<file path="src/hw/rtl/chsp_pkg.sv">
// Shared constants and types of the coalesced hash slot placer.
package chsp_pkg;

   localparam int TABLE_SLOTS = 1024;
   localparam int SLOT_W      = 10;
   localparam int LINK_W      = 11;
   localparam int COUNT_W     = 11;
   localparam int SUM_W       = 18;
   localparam int STEP_W      = 11;
   localparam int QUEUE_DEPTH = 4;

   localparam logic [LINK_W-1:0]  NO_LINK  = LINK_W'(TABLE_SLOTS);
   localparam logic [COUNT_W-1:0] MAX_COUNT = COUNT_W'(TABLE_SLOTS);

   // One queued byte event: only last bytes and set starts reach the back end.
   typedef struct packed {
      logic             fresh;
      logic             last;
      logic [SUM_W-1:0] sum;
   } chsp_item_type;

   typedef struct packed {
      logic             start;
      logic [SUM_W-1:0] dividend;
   } chsp_mod_req_type;

   typedef struct packed {
      logic              done;
      logic [SLOT_W-1:0] remainder;
   } chsp_mod_rsp_type;

endpackage

</file>
<file path="src/hw/rtl/chsp_front.sv">
// Front end: folds and sums name bytes, queues last bytes and set starts.
module chsp_front
   import chsp_pkg::*;
(
   input  logic          clock,
   input  logic          reset,
   input  logic          byte_valid,
   output logic          byte_ready,
   input  logic [7:0]    name_byte,
   input  logic          last_byte,
   input  logic          new_set,
   input  logic          queue_full,
   output logic          push,
   output chsp_item_type push_item
);

   logic [SUM_W-1:0] sum_ff, sum_in, sum_next;
   logic [7:0]       folded;

   always_comb begin
      folded = name_byte;
      if (name_byte >= 8'h41 && name_byte <= 8'h5A) begin
         folded = name_byte + 8'h20;
      end
      sum_next = (new_set ? '0 : sum_ff) + SUM_W'(folded);
   end

   assign byte_ready = !queue_full;
   assign push       = byte_valid && byte_ready && (last_byte || new_set);
   assign push_item  = '{fresh: new_set, last: last_byte, sum: sum_next};

   always_comb begin
      sum_in = sum_ff;
      if (byte_valid && byte_ready) begin
         sum_in = last_byte ? '0 : sum_next;
      end
   end

   always_ff @(posedge clock) begin
      if (reset) begin
         sum_ff <= '0;
      end else begin
         sum_ff <= sum_in;
      end
   end

endmodule

</file>
<file path="config.mk">
export PLATFORM = sky130hd
export DESIGN_NAME = chsp_front
export DESIGN_NICKNAME = d
export VERILOG_FILES = /design/src/hw/rtl/chsp_pkg.sv /design/src/hw/rtl/chsp_front.sv
export SDC_FILE = /design/constraint.sdc
export NUM_CORES = 1
export LEC_CHECK = 0
export BUFFER_PORTS_ARGS = -buffer_cell sky130_fd_sc_hd__buf_4
export CORE_UTILIZATION = 45
export CTS_CLUSTER_SIZE = 10
export DETAILED_ROUTE_END_ITERATION = 8
export GPL_TIMING_DRIVEN = 0
export PLACE_DENSITY = 0.68
export SLEW_MARGIN = 20
export SYNTH_ARGS = -nofsm -noshare
export SYNTH_HDL_FRONTEND = slang
export SYNTH_SLANG_ARGS = --single-unit
</file>
<file path="constraint.sdc">
create_clock -name clock -period 7.2 [get_ports clock]
set_input_delay 1.08 -clock clock [delete_from_list [all_inputs] [get_ports clock]]
set_output_delay 1.08 -clock clock [all_outputs]
set_load 0.01 [all_outputs]
</file>
==> flow_metrics.env <==
export IMPL_cts_tree="yes"
export IMPL_grt_total_usage_pct=21.86
export IMPL_syn_nets=230
export IMPL_drive_above_1_share_pct=25.82
export IMPL_total_power_uw=246.9
export IMPL_dp_cells=286
export IMPL_min_path_type="reg -> reg"
export IMPL_synth_edf_count=0
export IMPL_fin_area_sq_um=2023
export IMPL_critical_path_class="in -> out"
export IMPL_first_pass_iters=4
export IMPL_cpLargestDelayFamily="buffers and inverters"
export IMPL_clk_root_buffer_cell="clkbuf_8"
export IMPL_clk_path_buf_depth=2
export IMPL_largest_register_ffs=18
export IMPL_pin_count=36
export IMPL_leakage_nw=0.7980
export IMPL_portBuffers=34
export IMPL_gp_congestion=0.8568
export IMPL_avgRoutedWirePerCell_um=13.89
export IMPL_finalCritPeriodShare_pct=76.85
export IMPL_tightest_slew_ns=0.8319
export IMPL_drc=0
export IMPL_post_route_min_period_ns=5.533
export IMPL_yosysWarningCount=0
export IMPL_crit_path_end_kind="output port"
export IMPL_synthArstFlopShare_pct=0
export IMPL_num_rows=21
export IMPL_antenna_left=0
export IMPL_critical_path_buf_inv_count=4
export IMPL_dpl_worst_slack_ns=1.703
export IMPL_synth_seq_cells=18
export IMPL_clk_pin_slew_ns=0.07
export IMPL_cp_max_fo=10
export IMPL_start_kind="primary input"
export IMPL_die_area_sq_um=3925
export IMPL_clk_latency_ns=0.26
export IMPL_fin_nets=269
export IMPL_cts_resized=0
export IMPL_clock_fmax_mhz=180.7
export IMPL_cp_common_cell="clkbuf_1"
export IMPL_tns_ns=0
export IMPL_worstPathCellList="buf_6 > clkbuf_1 > clkbuf_1 > nor2b_1 > ha_1 > fa_1 > a21o_2 > a221oi_2 > o21ai_0 > nand3_1 > mux2_2 > buf_4"
export IMPL_ys_seq_area_share_pct=21.77
export IMPL_dpl_instance_area_sq_um=1968
export IMPL_cts_sinks=18
export IMPL_skew_ns=0.001993
export IMPL_synth_top_cell_area_share_pct=21.77
export IMPL_hold_viol_final=0
export IMPL_yosysTopAreaCell="dfxtp_1"
export IMPL_die_h_um=62.65
export IMPL_crit_required_ns=6.12
export IMPL_grt_pass1_wl_um=7017
export IMPL_ys_types=60
export IMPL_grt_start_max_net_pins=11
export IMPL_arrival_ns=4.45
export IMPL_die_x_um=62.65
export IMPL_antenna_found_initial=0
export IMPL_synth_area_leaders="dfxtp_1 22%, ha_1 6.8%, xnor2_1 4.8%"
export IMPL_post_cts_buffers=0
export IMPL_rsz0062_at_grt="false"
export IMPL_avgSynthCellArea_sq_um=8.036
export IMPL_fin_cells=290
export IMPL_power_density_nw_per_um2=122.0
export IMPL_hold_buffers=0
export IMPL_dpl_hpwl_um=3104
export IMPL_core_area_sq_um=3442
export IMPL_htreeDepth=1
export IMPL_setup_slack_ns=1.667
export IMPL_max_cap_viol_count=0
export IMPL_syn_area_sq_um=1655
export IMPL_synth_ff_type="dfxtp_1"
export IMPL_antennaDiodeCount=0
export IMPL_slew_limit_headroom_pct=44.40
export IMPL_status="completed"
export IMPL_synth_cells=206
export IMPL_drt_iter0_markers=96
export IMPL_first_global_vias=1574
export IMPL_max_vdd_ir_drop_v=0.00006513
export IMPL_syn_to_final_growth_pct=22.22
export IMPL_num_vias=1635
export IMPL_drv_slew=0
export IMPL_cts_made_buffers=3
export IMPL_timing_hold_ws_ns=0.4507
export IMPL_top_register="sum_ff"
export IMPL_finalSetupViolations=0
export IMPL_reg_top3="sum_ff: 18 flops"
export IMPL_routed_wirelength_um=4028
export IMPL_via_per_inst=5.638
export IMPL_overflow=0
export IMPL_fin_util_pct=58.78
export IMPL_crit_slowest_cell="clkbuf_1"
export IMPL_max_stage_delay_ns=0.50
export IMPL_start_util_pct=48.09
## tightest hold or removal path, cell delays in order, from the launching register on
cell and delay, ns:
dfxtp_1 0.31, nand2_1 0.05, a21oi_1 0.05
## report_power, final
group          total, mW  switching (mW)  internal [mW]  leakage [nW]
logic             0.0573          0.0297         0.0276         0.624
clock network     0.0866          0.0379         0.0488        0.0288
registers          0.103         0.00135          0.102         0.146
total              0.247          0.0689          0.178         0.798
## cell type report
class	count	area (sq um)
Timing Repair Buffer	34	255.2
Inverter	4	15.01
Fill cell	353	1419
Clock buffer	4	55.05
Buffer	10	85.08
Multi-Input combinational cell	174	1195
Sequential cell	18	360.3
Tap cell	46	57.56
## routing by layer
metal / GRT usage (%) / up-vias / share of wire [%]
li1: - / 852 / -
met1: 28.17 / 752 / 49
met2: 36.68 / 26 / 47
met3: 3.650 / 5 / 3.0
met4: 7.267 / 0 / 0.97
met5: 0 / - / 0
## placed cells by master (no fill, tap or decap), drive strengths merged, types with 2 or more instances in the layout
cell type / count
a21o: 5
o211ai: 8
nor2: 15
clkbuf: 8
xnor2: 9
a2bb2oi: 2
buf: 40
a21oi: 10
nand2: 19
nor2b: 11
and2: 3
and3: 4
dfxtp: 18
a211oi: 2
inv: 4
nor3: 8
nand2b: 6
a22oi: 3
nor4b: 2
ha: 9
o21ai: 11
or3: 2
nor4: 2
or4: 3
o21a: 3
o22ai: 2
or2: 2
or2b: 2
a31oi: 6
nand3b: 2
## cell usage after synthesis, types with 2 or more instances
| master | instances |
|---|---|
| nand2_1 | 19 |
| dfxtp_1 | 18 |
| nor2_1 | 15 |
| nor2b_1 | 11 |
| o21ai_0 | 11 |
| a21oi_1 | 10 |
| ha_1 | 9 |
| xnor2_1 | 9 |
| nor3_1 | 8 |
| o211ai_1 | 8 |
| a31oi_1 | 6 |
| nand2b_1 | 6 |
| buf_6 | 4 |
| inv_1 | 4 |
| a21o_1 | 3 |
| a22oi_1 | 3 |
| clkbuf_1 | 3 |
| o21a_1 | 3 |
| or4_1 | 3 |
| a211oi_1 | 2 |
| a21o_2 | 2 |
| and2_1 | 2 |
| and3_1 | 2 |
| and3_2 | 2 |
| buf_4 | 2 |
| nand3b_1 | 2 |
| nor4_1 | 2 |
| o22ai_1 | 2 |
| or2_2 | 2 |
| or2b_2 | 2 |
| or3_2 | 2 |
## final timing paths
check,start,to,slack [ns],cells after the start
worst max-delay path,new_set,push_item[10],1.67,12
worst min-delay path,sum_ff[1]$_SDFFE_PP0P_,sum_ff[1]$_SDFFE_PP0P_,0.45,2
worst max register to register,sum_ff[0]$_SDFFE_PP0P_,sum_ff[12]$_SDFFE_PP0P_,4.67,9
worst min register to register,sum_ff[1]$_SDFFE_PP0P_,sum_ff[1]$_SDFFE_PP0P_,0.45,2
## logic make-up (layout without fill, tap and decap cells)
kind of cell / Yosys count / in the layout / share of synthesized area, %
AOI/OAI and AO/OA: 67 / 67 / 29.18
xor gates and xnor gates: 10 / 10 / 5.291
adders and majority gates: 10 / 10 / 8.012
buffers and inverters: 14 / 52 / 6.046
DFF: 18 / 18 / 21.77
muxes: 2 / 2 / 1.285
and+or+nand+nor: 85 / 85 / 28.42
Note: power is estimated with default switching activity, not from simulation.
