$ cat config.mk
export PLATFORM = sky130hd
export DESIGN_NAME = chsp_mod
export DESIGN_NICKNAME = d
export VERILOG_FILES = /design/src/hw/rtl/chsp_pkg.sv /design/src/hw/rtl/chsp_mod.sv
export SDC_FILE = /design/constraint.sdc
export NUM_CORES = 1
export LEC_CHECK = 0
export ABC_AREA = 0
export BUFFER_PORTS_ARGS = -buffer_cell sky130_fd_sc_hd__buf_4
export CAP_MARGIN = 20
export CORE_MARGIN = 4
export CORE_UTILIZATION = 40
export DETAILED_ROUTE_END_ITERATION = 16
export GPL_TIMING_DRIVEN = 0
export PLACE_DENSITY = 0.69
export SYNTH_ARGS = -nofsm -noshare
export SYNTH_HDL_FRONTEND = slang
export SYNTH_SLANG_ARGS = --single-unit
$ cat constraint.sdc
create_clock -name clock -period 2.3 [get_ports clock]
set_clock_uncertainty 0.15 [all_clocks]
set_input_delay 0.46 -clock clock [delete_from_list [all_inputs] [get_ports clock]]
set_output_delay 0.46 -clock clock [all_outputs]
set_load 0.02 [all_outputs]
$ cat src/hw/rtl/chsp_pkg.sv
// Shared constants and types of the coalesced hash slot placer.
package chsp_pkg;

   localparam int TABLE_SLOTS = 1024;
   localparam int SLOT_W      = 10;
   localparam int LINK_W      = 11;
   localparam int COUNT_W     = 11;
   localparam int SUM_W       = 18;
   localparam int STEP_W      = 11;
   localparam int QUEUE_DEPTH = 4;

   localparam logic [LINK_W-1:0]  NO_LINK  = LINK_W'(TABLE_SLOTS);
   localparam logic [COUNT_W-1:0] MAX_COUNT = COUNT_W'(TABLE_SLOTS);

   // One queued byte event: only last bytes and set starts reach the back end.
   typedef struct packed {
      logic             fresh;
      logic             last;
      logic [SUM_W-1:0] sum;
   } chsp_item_type;

   typedef struct packed {
      logic             start;
      logic [SUM_W-1:0] dividend;
   } chsp_mod_req_type;

   typedef struct packed {
      logic              done;
      logic [SLOT_W-1:0] remainder;
   } chsp_mod_rsp_type;

endpackage

$ cat src/hw/rtl/chsp_mod.sv
// Restoring remainder unit: one dividend bit per cycle.
module chsp_mod
   import chsp_pkg::*;
(
   input  logic             clock,
   input  logic             reset,
   input  chsp_mod_req_type req,
   input  logic [COUNT_W-1:0] divisor,
   output chsp_mod_rsp_type rsp
);

   localparam int CNT_W = $clog2(SUM_W + 1);

   logic [SUM_W-1:0]  shift_ff, shift_in;
   logic [SLOT_W-1:0] rem_ff, rem_in;
   logic [CNT_W-1:0]  cnt_ff, cnt_in;
   logic              busy_ff, busy_in, done_ff, done_in;
   logic [COUNT_W-1:0] trial;

   always_comb begin
      shift_in = shift_ff;
      rem_in   = rem_ff;
      cnt_in   = cnt_ff;
      busy_in  = busy_ff;
      done_in  = 1'b0;
      trial    = {rem_ff, shift_ff[SUM_W-1]};
      if (req.start) begin
         shift_in = req.dividend;
         rem_in   = '0;
         cnt_in   = '0;
         busy_in  = 1'b1;
      end else if (busy_ff) begin
         // The partial remainder stays below the divisor, so it fits SLOT_W bits.
         if (trial >= divisor) begin
            trial = trial - divisor;
         end
         rem_in   = trial[SLOT_W-1:0];
         shift_in = {shift_ff[SUM_W-2:0], 1'b0};
         cnt_in   = cnt_ff + 1'b1;
         if (cnt_ff == CNT_W'(SUM_W - 1)) begin
            busy_in = 1'b0;
            done_in = 1'b1;
         end
      end
   end

   always_ff @(posedge clock) begin
      if (reset) begin
         busy_ff <= 1'b0;
         done_ff <= 1'b0;
         cnt_ff  <= '0;
      end else begin
         busy_ff <= busy_in;
         done_ff <= done_in;
         cnt_ff  <= cnt_in;
      end
   end

   always_ff @(posedge clock) begin
      shift_ff <= shift_in;
      rem_ff   <= rem_in;
   end

   assign rsp = '{done: done_ff, remainder: rem_ff};

endmodule

==> impl_metrics.env <==
export IMPL_grt_use_total_pct=13.7
export IMPL_drc=0
export IMPL_place_hpwl_um=3000
export IMPL_power_density_mw_per_mm2=580
export IMPL_vias=1520
export IMPL_grt_first_pass_wirelength_um=6690
export IMPL_syn2layout_area_growth_pct=26.7
export IMPL_fill_cells=448
export IMPL_dieWidth_um=78.5
export IMPL_multi_input_area_mm2=0.00105
export IMPL_status="complete, no violations"
export IMPL_final_common_cell="buf_4"
export IMPL_finalCritPeriodShare_pct=96.0
export IMPL_startpoint="shift_ff[17]"
export IMPL_final_hold_violation_count=0
export IMPL_clk_insertion_delay_late_ns=0.29
export IMPL_wl_met2_um=1820
export IMPL_startpoint_type="flop"
export IMPL_cts_hold_fix_buffers=0
export IMPL_routed_wl_um=4030
export IMPL_grt_max_degree=20
export IMPL_cts_buffers=5
export IMPL_setup_viol=0
export IMPL_gp_congestion=0.773
export IMPL_p_leak_nw=1.02
export IMPL_cp_cell_sequence="inv_1, ha_1, inv_1, fa_2, a21o_1, a21oi_2, o211ai_1, xor2_1, mux2i_1, o22ai_1"
export IMPL_wl_met3_um=160
export IMPL_irDropWorstVdd_v=0.000392
export IMPL_synth_avg_cell_area_um2=10.6
export IMPL_synth_edf_count=18
export IMPL_placed_area_mm2=0.00238
export IMPL_antennaDiodeCount=0
export IMPL_cp_max_fo=3
export IMPL_tightest_slew_ns=0.725
export IMPL_tritoncts="done"
export IMPL_drive_above_1_share_pct=34.9
export IMPL_slew_headroom_pct=51.6
export IMPL_timing_fmax_mhz=453
export IMPL_core_rowCount=25
export IMPL_fin_nets=286
export IMPL_start_util_pct=41.6
export IMPL_highest_layer="met4"
export IMPL_overflow=0
export IMPL_utilization_pct=52.7
export IMPL_ys_warn_count=0
export IMPL_syn_area_mm2=0.00199
export IMPL_setup_ws_ns=0.0929
export IMPL_yosys_most_used_dff="edfxtp_1"
export IMPL_path_clk_slew_ns=0.06
export IMPL_required_ns=2.29
export IMPL_port_buffers=41
export IMPL_syn_nets=234
export IMPL_crit_type="reg2reg"
export IMPL_hp_class="in2reg"
export IMPL_antenna_found_initial=0
export IMPL_period_needed_ns=2.21
export IMPL_worstPathArrival_ns=2.20
export IMPL_worstHoldStart="reset"
export IMPL_synth_cell_types=41
export IMPL_cp_common_cell="inv_1"
export IMPL_grt_pass1_vias=1522
export IMPL_layout_common_cells="buf_4, inv_1, edfxtp_1, mux2_2, dfxtp_1"
export IMPL_first_pass_iters=4
export IMPL_cpMaxStageDelayCell="edfxtp_1"
export IMPL_drt_iter0_drc=54
export IMPL_final_cell_area_mm2=0.00252
export IMPL_maxCapViolations=0
export IMPL_r2r_start="shift_ff[17]"
export IMPL_ioPinCount=43
export IMPL_fp_dieH_um=78.5
export IMPL_cts_max_level=2
export IMPL_drv_slew=0
export IMPL_ys_seq_elements=35
export IMPL_viasPerCell=4.94
export IMPL_ctsRootBufferMaster="clkbuf_8"
export IMPL_antenna_left=0
export IMPL_dp_slack_ns=-0.156
export IMPL_cts_sinks=35
export IMPL_async_flop_share_pct=0
export IMPL_routed_wire_length_per_instance_um=13.1
export IMPL_netlist_instances=188
export IMPL_core_mm2=0.00479
export IMPL_max_stage_delay_ns=0.40
export IMPL_endpoint_kind="flop"
export IMPL_clk_path_buf_depth=2
export IMPL_wl_met1_um=1990
export IMPL_dieArea_mm2=0.00617
export IMPL_rsz0062_at_grt="yes"
export IMPL_ys_seq_area_share_pct=44.2
export IMPL_register_area_um2=881
-- synthesized netlist by cell type (2+ instances only) --
cell type / count / area share [%]
dfxtp_1: 17 / 17
o21ai_0: 5 / 1.3
a211oi_1: 6 / 2.3
edfxtp_1: 18 / 27
nand2b_1: 3 / 0.94
nand4bb_1: 2 / 1.1
nand4_1: 3 / 0.94
xor2_1: 5 / 2.2
nor2_1: 15 / 2.8
a21oi_1: 10 / 2.5
xnor2_1: 6 / 2.6
nand3_1: 3 / 0.75
nand2_1: 10 / 1.9
a21oi_2: 2 / 0.88
mux2i_1: 7 / 3.5
ha_1: 13 / 8.2
mux2_2: 17 / 9.6
o22ai_1: 2 / 0.63
inv_1: 18 / 3.4
clkbuf_1: 5 / 0.94
-- power breakdown --
group	leakage, nW	internal, mW	switching [mW]
registers	0.320	0.711	0.0240
clock network	0.0395	0.215	0.203
logic	0.657	0.156	0.154
total	1.02	1.08	0.380
-- layout make-up --
class                      count  area share [%]
clock buffer                   8            3.18
inverter                      18            2.68
multi-input combinational    129            41.6
buffer                         7            1.19
tap                           67            3.33
sequential                    35            34.9
timing repair buffer          44            13.1
-- state kept, by name, summed over array words and instances, names as in the netlist --
signal	count
shift_ff	18
rem_ff	10
cnt_ff	5
busy_ff	1
done_ff	1
-- worst max-delay path: cells and delay by family (launching register included) --
family / cells / cell delay (ns)
AOI/OAI and AO/OA: 4 / 0.52
xor gates and xnor gates: 1 / 0.15
adders and majority gates: 2 / 0.53
buffers and inverters: 2 / 0.13
DFF: 1 / 0.40
muxes: 1 / 0.17
-- stage by stage --
stage               instances  power [mW]  setup TNS (ns)  hold WS [ns]
detailed placement        296        1.05          -0.562         0.351
global placement          296        1.04          -0.439         0.348
CTS                       304        1.47               0         0.183
finish                    308        1.46               0         0.189
global route              308        1.55         -0.0398         0.195
floorplan                 188       0.945               0         0.329
-- worst paths after layout --
kind	to	slack [ns]	cells after the start
max reg2reg	rem_ff[8]	0.09	10
min reg2reg	rem_ff[9]	0.36	1
min	busy_ff	0.19	2
max	rem_ff[8]	0.09	10
-- layer usage --
layer	vias up	GRT usage (%)
li1	773	-
met1	713	16.8
met2	27	22.6
met3	7	4.47
met4	0	4.55
met5	-	0
-- timing repair --
item | 4_1_cts | 5_1_grt
resized for setup | 2 | 5
setup buffers | 0 | 3
setup endpoints to repair | 2 | 5
gates cloned | 0 | 1
pin swaps | 0 | 5
-- kinds of logic (layout without fill, tap and decap cells) --
| kind of cell | after synthesis | in the layout | synth area share, % |
|---|---|---|---|
| compound gates | 36 | 37 | 12.8 |
| buf+inv | 25 | 77 | 4.90 |
| flops | 35 | 35 | 44.2 |
| mux | 24 | 24 | 13.1 |
| xor+xnor | 11 | 11 | 4.84 |
| fa+ha+maj | 14 | 14 | 9.18 |
| simple gates | 43 | 43 | 10.9 |
(Power assumes the default switching activity.)
