===== config.mk =====
export PLATFORM = sky130hd
export DESIGN_NAME = chsp_queue
export DESIGN_NICKNAME = d
export VERILOG_FILES = /design/src/hw/rtl/chsp_pkg.sv /design/src/hw/rtl/chsp_queue.sv
export SDC_FILE = /design/constraint.sdc
export NUM_CORES = 1
export LEC_CHECK = 0
export BUFFER_PORTS_ARGS = -buffer_cell sky130_fd_sc_hd__buf_2
export CAP_MARGIN = 20
export CORE_ASPECT_RATIO = 1.1
export CORE_MARGIN = 2
export CORE_UTILIZATION = 45
export CTS_CLUSTER_DIAMETER = 80
export DETAILED_ROUTE_END_ITERATION = 10
export GPL_ROUTABILITY_DRIVEN = 0
export GPL_TIMING_DRIVEN = 0
export PLACE_DENSITY = 0.62
export SYNTH_ARGS = -nofsm -noshare
export SYNTH_HDL_FRONTEND = slang
export SYNTH_SLANG_ARGS = --single-unit
export TNS_END_PERCENT = 50

===== constraint.sdc =====
create_clock -name clock -period 3 [get_ports clock]
set_input_delay 0.15 -clock clock [delete_from_list [all_inputs] [get_ports clock]]
set_output_delay 0.15 -clock clock [all_outputs]
set_load 0.02 [all_outputs]

===== src/hw/rtl/chsp_pkg.sv =====
// Shared constants and types of the coalesced hash slot placer.
package chsp_pkg;

   localparam int TABLE_SLOTS = 1024;
   localparam int SLOT_W      = 10;
   localparam int LINK_W      = 11;
   localparam int COUNT_W     = 11;
   localparam int SUM_W       = 18;
   localparam int STEP_W      = 11;
   localparam int QUEUE_DEPTH = 4;

   localparam logic [LINK_W-1:0]  NO_LINK  = LINK_W'(TABLE_SLOTS);
   localparam logic [COUNT_W-1:0] MAX_COUNT = COUNT_W'(TABLE_SLOTS);

   // One queued byte event: only last bytes and set starts reach the back end.
   typedef struct packed {
      logic             fresh;
      logic             last;
      logic [SUM_W-1:0] sum;
   } chsp_item_type;

   typedef struct packed {
      logic             start;
      logic [SUM_W-1:0] dividend;
   } chsp_mod_req_type;

   typedef struct packed {
      logic              done;
      logic [SLOT_W-1:0] remainder;
   } chsp_mod_rsp_type;

endpackage


===== src/hw/rtl/chsp_queue.sv =====
// Short queue between the front and back ends.
module chsp_queue
   import chsp_pkg::*;
#(
   parameter int DEPTH = QUEUE_DEPTH
) (
   input  logic          clock,
   input  logic          reset,
   input  logic          push,
   input  chsp_item_type push_item,
   output logic          full,
   input  logic          pop,
   output logic          not_empty,
   output chsp_item_type head
);

   localparam int PTR_W = (DEPTH > 1) ? $clog2(DEPTH) : 1;
   localparam int CNT_W = $clog2(DEPTH + 1);

   chsp_item_type            store_ff [DEPTH];
   logic [PTR_W-1:0]         wr_ptr_ff, wr_ptr_in, rd_ptr_ff, rd_ptr_in;
   logic [CNT_W-1:0]         count_ff, count_in;

   assign full      = (count_ff == CNT_W'(DEPTH));
   assign not_empty = (count_ff != '0);
   assign head      = store_ff[rd_ptr_ff];

   always_comb begin
      wr_ptr_in = wr_ptr_ff;
      rd_ptr_in = rd_ptr_ff;
      count_in  = count_ff;
      if (push) begin
         wr_ptr_in = (wr_ptr_ff == PTR_W'(DEPTH - 1)) ? '0 : wr_ptr_ff + 1'b1;
      end
      if (pop) begin
         rd_ptr_in = (rd_ptr_ff == PTR_W'(DEPTH - 1)) ? '0 : rd_ptr_ff + 1'b1;
      end
      if (push && !pop) begin
         count_in = count_ff + 1'b1;
      end else if (pop && !push) begin
         count_in = count_ff - 1'b1;
      end
   end

   always_ff @(posedge clock) begin
      if (reset) begin
         wr_ptr_ff <= '0;
         rd_ptr_ff <= '0;
         count_ff  <= '0;
      end else begin
         wr_ptr_ff <= wr_ptr_in;
         rd_ptr_ff <= rd_ptr_in;
         count_ff  <= count_in;
      end
   end

   always_ff @(posedge clock) begin
      if (push) begin
         store_ff[wr_ptr_ff] <= push_item;
      end
   end

endmodule


==> results of run 1 <==
==> where the power goes <==
group / switching [mW] / internal (mW) / total [mW]
clock: 0.383 / 0.546 / 0.929
combinational: 0.165 / 0.129 / 0.294
sequential: 0.0240 / 1.41 / 1.44
total: 0.573 / 2.09 / 2.66
==> flip-flops by register name, indices dropped and copies added (netlist names), named ones only <==
name       cells
store_ff      80
rd_ptr_ff      2
count_ff       3
wr_ptr_ff      2
==> layout by cell type (no fill, tap or decap), types with 3 or more instances in the layout <==
| cell type | instances |
|---|---|
| buf_2 | 47 |
| clkbuf_8 | 9 |
| mux2i_1 | 4 |
| clkinv_2 | 3 |
| and2_1 | 4 |
| dfxtp_1 | 9 |
| inv_1 | 4 |
| bufinv_16 | 3 |
| ha_1 | 6 |
| mux4_2 | 20 |
| nor2_1 | 7 |
| edfxtp_1 | 80 |
==> metal layers <==
metal	track usage	up-vias	wire length, um
met2	0.251	34	3000
met4	0.0714	0	27
met1	0.155	776	2040
met5	0	-	0
met3	0.0422	2	240
li1	-	715	-
==> synth_stat cells <==
cell type / instances
nor2_1: 7
inv_1: 4
dfxtp_1: 9
mux2i_1: 4
mux4_2: 20
o21ai_0: 1
nor3b_1: 2
a21oi_1: 2
or3_1: 2
edfxtp_1: 80
fa_1: 1
buf_6: 2
xor2_1: 2
ha_1: 6
and2_1: 4
buf_2: 2
==> logic make-up after synthesis <==
logic type                 after synthesis  synth area share
adders and majority gates                7            0.0286
xor gates and xnor gates                 2           0.00527
muxes                                   24             0.147
buffers and inverters                    8            0.0143
DFF                                     89             0.776
and+or+nand+nor                         15            0.0237
AOI/OAI and AO/OA                        3           0.00451
==> path summary, 6_finish.rpt <==
kind,endpoint,slack [ps],startpoint
setup reg to reg,store_ff[3][9],1160,wr_ptr_ff[0]
setup / recovery,store_ff[3][9],1160,wr_ptr_ff[0]
hold / removal,store_ff[2][17],20,push_item[17]
hold reg to reg,count_ff[2],530,count_ff[2]
==> final cells by class <==
cell class,count,area [sq um]
Fill cell,533,3150
Sequential cell,89,2580
Multi-Input combinational cell,51,697
Timing Repair Buffer,48,273
Clock buffer,9,124
Clock inverter,7,109
Tap cell,85,106
Buffer,4,32.5
Inverter,4,15.0
==> stage by stage <==
| stage | hold WS, ps | total power, mW | std cells | utilization | instance area [sq um] |
|---|---|---|---|---|---|
| after global routing | 0.189 | 2.77 | 297 | 0.556 | 3940 |
| after CTS | 2.97 | 2.68 | 294 | 0.549 | 3890 |
| after global placement | 360 | 1.74 | 278 | 0.516 | 3660 |
| final | 20.9 | 2.66 | 297 | 0.556 | 3940 |
| after detailed placement | 368 | 1.76 | 278 | 0.516 | 3660 |
| after floorplan | 219 | 1.65 | 148 | - | 3330 |
==> impl_metrics.yaml, run 1 <==
clocking:
  root_buffer: "clkbuf_8"
  clockBufferDepth: 2
  clock_latency_ps: 340
  postCtsSetupRepairBufs: 0
  cts_buffers: 9
  cts-resized-gates: 0
  htreeDepth: 3
  clock-sinks: 89
  hold_buffers: 0
  tritoncts: "built"
  path_clk_slew_ps: 80
critical_path:
  critPathTopFamily: "simple AND/OR/NAND/NOR gates"
  crit_arrival_ps: 1810
  crit_chain: "ha_1 -> and2_1"
  cp_data_required_time_ps: 2960
  critPathLaunchType: "register"
  crit_path_max_fanout: 20
  path_class: "register to register"
  crit_buf_inv: 0
  worst_path_largest_cell_delay_ps: 840
  path_depth: 2
  cpMaxStageDelayCell: "and2_1"
  reg2reg_depth: 2
  end_kind: "register"
global_routing:
  grt-ovfl-total: 0
  antenna_found_initial: 0
  grt_pass1_vias: 1661
  grt_pass1_wl_um: 8140
  grt_max_degree: 21
  grt.total_usage: 0.143
synthesis:
  yosys.area.top_type: "edfxtp_1"
  syn_avg_cell_area_sq_um: 22.5
  synthCells: 148
  synth.area.top_cells: "edfxtp_1 (72%), mux4_2 (14%), dfxtp_1 (5.4%)"
  netlist_area_sq_um: 3330
  ys_ff_latch: 89
  ys_seq_area_frac: 0.776
  synth_cell_type_count: 16
  yosysWarnings: 0
  synth_top_cell_area_share: 0.722
  synth_nets: 179
timing:
  min_period_ps: 1840
  timing.fmax_ghz: 0.543
  rsz0062_at_grt: "false"
  setup_viol: 0
  fin_worst_skew_ps: 5.50
  worstMarginPinSlew_ps: 1060
  relSlewSlack: 0.295
  final_hold_viol_count: 0
  fin_tns_setup_ps: 0
  fin_crit_sh: 0.613
  fin_ws_ps: 1160
  drv_slew: 0
die:
  num_rows: 32
  pin_count: 46
  die_area_sq_um: 8100
  start_util: 0.469
  core_area_sq_um: 7090
  die_width_um: 86.0
  die_h_um: 94.2
place:
  place_ws_ps: 1140
  io_buffers: 45
  dp_hpwl_um: 3420
routing:
  routedWlPerCell_um: 17.9
  firstDrtPassIters: 4
  drt_iter0_markers: 104
  drc: 0
  ant_nets: 0
  vias: 1527
  wirelength_um: 5310
  via_per_inst: 5.14
final_layout:
  num_antenna_cells: 0
  areaGrowthSynthToFinish_pct: 18.4
  fin_nets: 238
  drive_gt1_frac: 0.401
power:
  power_leakage_nw: 1.40
  ir_worst_vdd_mv: 0.377
  powerDensity_nw_per_um2: 676
status:
  outcome: "finished, final reports clean"
hold_path:
  hp-class: "input port to register"
  hold_path_depth: 1
flow_run:
  maxCapViolations: 0
(Power assumes the default switching activity.)
==> run 2, diff against run 1 <==
- clock period: 3 -> 1.8 ns (I/O delays scaled with it)
==> run 2 against run 1 <==
Cell count up 6.1%. Via count rose by 4.8%. Count of clock-buffer cells in the layout unchanged. Total power rose by 67%. Register-to-register slack lost 900 ps. Die area unchanged. Critical path depth increased by 1. Utilization grew 2.4 points. Clock power rose by 67%. Clock skew shrank 1.3 ps. Critical path type is now register to primary output.
==> impl_metrics.yaml, run 2 (synthesized netlist as in run 1, its figures left out) <==
timing:
  hold_slack_ps: 98.0
  worstMarginPinSlew_ps: 570
  timing.fmax_ghz: 0.585
  fin_crit_sh: 0.949
  min_period_ps: 1710
  fin_ws_ps: 91.4
  drv_slew: 0
  fin_tns_setup_ps: 0
  final_hold_viol_count: 0
  setup_viol: 0
  relSlewSlack: 0.620
  rsz0062_at_grt: "false"
  fin_worst_skew_ps: 4.18
global_routing:
  grt_pass1_vias: 1761
  antenna_found_initial: 0
  grt-ovfl-total: 0
  grt_max_degree: 21
  grt_pass1_wl_um: 8500
  grt.total_usage: 0.148
die:
  num_rows: 32
  core_area_sq_um: 7090
  start_util: 0.469
  die_h_um: 94.2
  pin_count: 46
  die_width_um: 86.0
  die_area_sq_um: 8100
routing:
  vias: 1601
  ant_nets: 0
  via_per_inst: 5.08
  drc: 0
  firstDrtPassIters: 4
  drt_iter0_markers: 117
  routedWlPerCell_um: 17.2
  wirelength_um: 5430
final_layout:
  ff_latch_area_sq_um: 2580
  largest_register: "store_ff"
  fin_area_sq_um: 4110
  fin_nets: 256
  num_antenna_cells: 0
  largest_reg_flops: 80
  reg_top3: "store_ff x80, count_ff x3"
  final_common_cell: "edfxtp_1"
  multi_input_area_sq_um: 702
  fill_cells: 527
  layout_common_cells: "edfxtp_1 (80), buf_2 (47), dlygate4sd3_1 (21)"
  drive_gt1_frac: 0.383
  areaGrowthSynthToFinish_pct: 23.4
critical_path:
  path_class: "register to primary output"
  crit_arrival_ps: 1620
  end_kind: "primary output"
  cp_data_required_time_ps: 1710
  critPathLaunchType: "register"
  crit_path_max_fanout: 10
clocking:
  htreeDepth: 3
  cts_buffers: 9
  tritoncts: "built"
  clock_latency_ps: 340
  clock-sinks: 89
  root_buffer: "clkbuf_8"
  path_clk_slew_ps: 80
  clockBufferDepth: 2
hold_path:
  hp-class: "input port to register"
place:
  place_area_sq_um: 3660
  dp_hpwl_um: 3420
  place_ws_ps: -56.9
  io_buffers: 45
power:
  ir_worst_vdd_mv: 0.627
  powerDensity_nw_per_um2: 1090
  power_leakage_nw: 1.47
flow_run:
  maxCapViolations: 0
status:
  outcome: "finished, final reports clean"
[run 2: changes by cell type in the layout (fill, tap and decap cells not counted), sizes merged]
cell / delta
dlygate4sd3: +19
buf: -1
[run 2: repair_timing]
action / in CTS / in global routing
resized for setup: 4 / 0
endpoints found under the setup margin: 80 / 0
hold endpoints to repair: 85 / 0
setup buffers: 0 / 0
hold buffers: 21 / 0
[run 2: per-layer routing]
layer | share of wire | global-route usage
met1 | 0.40 | 0.163
met2 | 0.55 | 0.263
met4 | 0.0063 | 0.0714
met3 | 0.037 | 0.0378
met5 | 0 | 0
[run 2: area by class of cell]
class | instances | share of cell area
plain buffers | 4 | 0.00792
clock buffers | 9 | 0.0302
clock inverters | 7 | 0.0265
inverters | 4 | 0.00366
multi-input cells | 51 | 0.171
flip-flops and latches | 89 | 0.629
well taps | 85 | 0.0259
repair buffers | 66 | 0.106
[run 2: where the power goes]
group | switching, mW | internal [mW]
logic | 0.280 | 0.231
clock network | 0.640 | 0.910
registers | 0.0403 | 2.36
total | 0.960 | 3.50
[run 2: metrics by stage]
stage                      util  total power [mW]  std cells
after floorplan               -              2.75        148
after global placement    0.516              2.89        278
after detailed placement  0.516              2.93        278
after CTS                 0.579              4.50        315
after global routing      0.579              4.64        315
final                     0.579              4.46        315
[run 2: critical path, stage by stage (launching register included)]
cell     delay, ps
dfxtp_1        370
buf_6          210
mux4_2         520
buf_2          180
[run 2: final timing paths]
kind                                  start           end  slack [ps]  cells past startpoint
worst min register to register  count_ff[2]   count_ff[2]         530                      2
worst max register to register  count_ff[0]   count_ff[2]         260                      4
worst min-delay path                   push  wr_ptr_ff[1]         100                      3
worst max-delay path               register      head[14]          90                      3
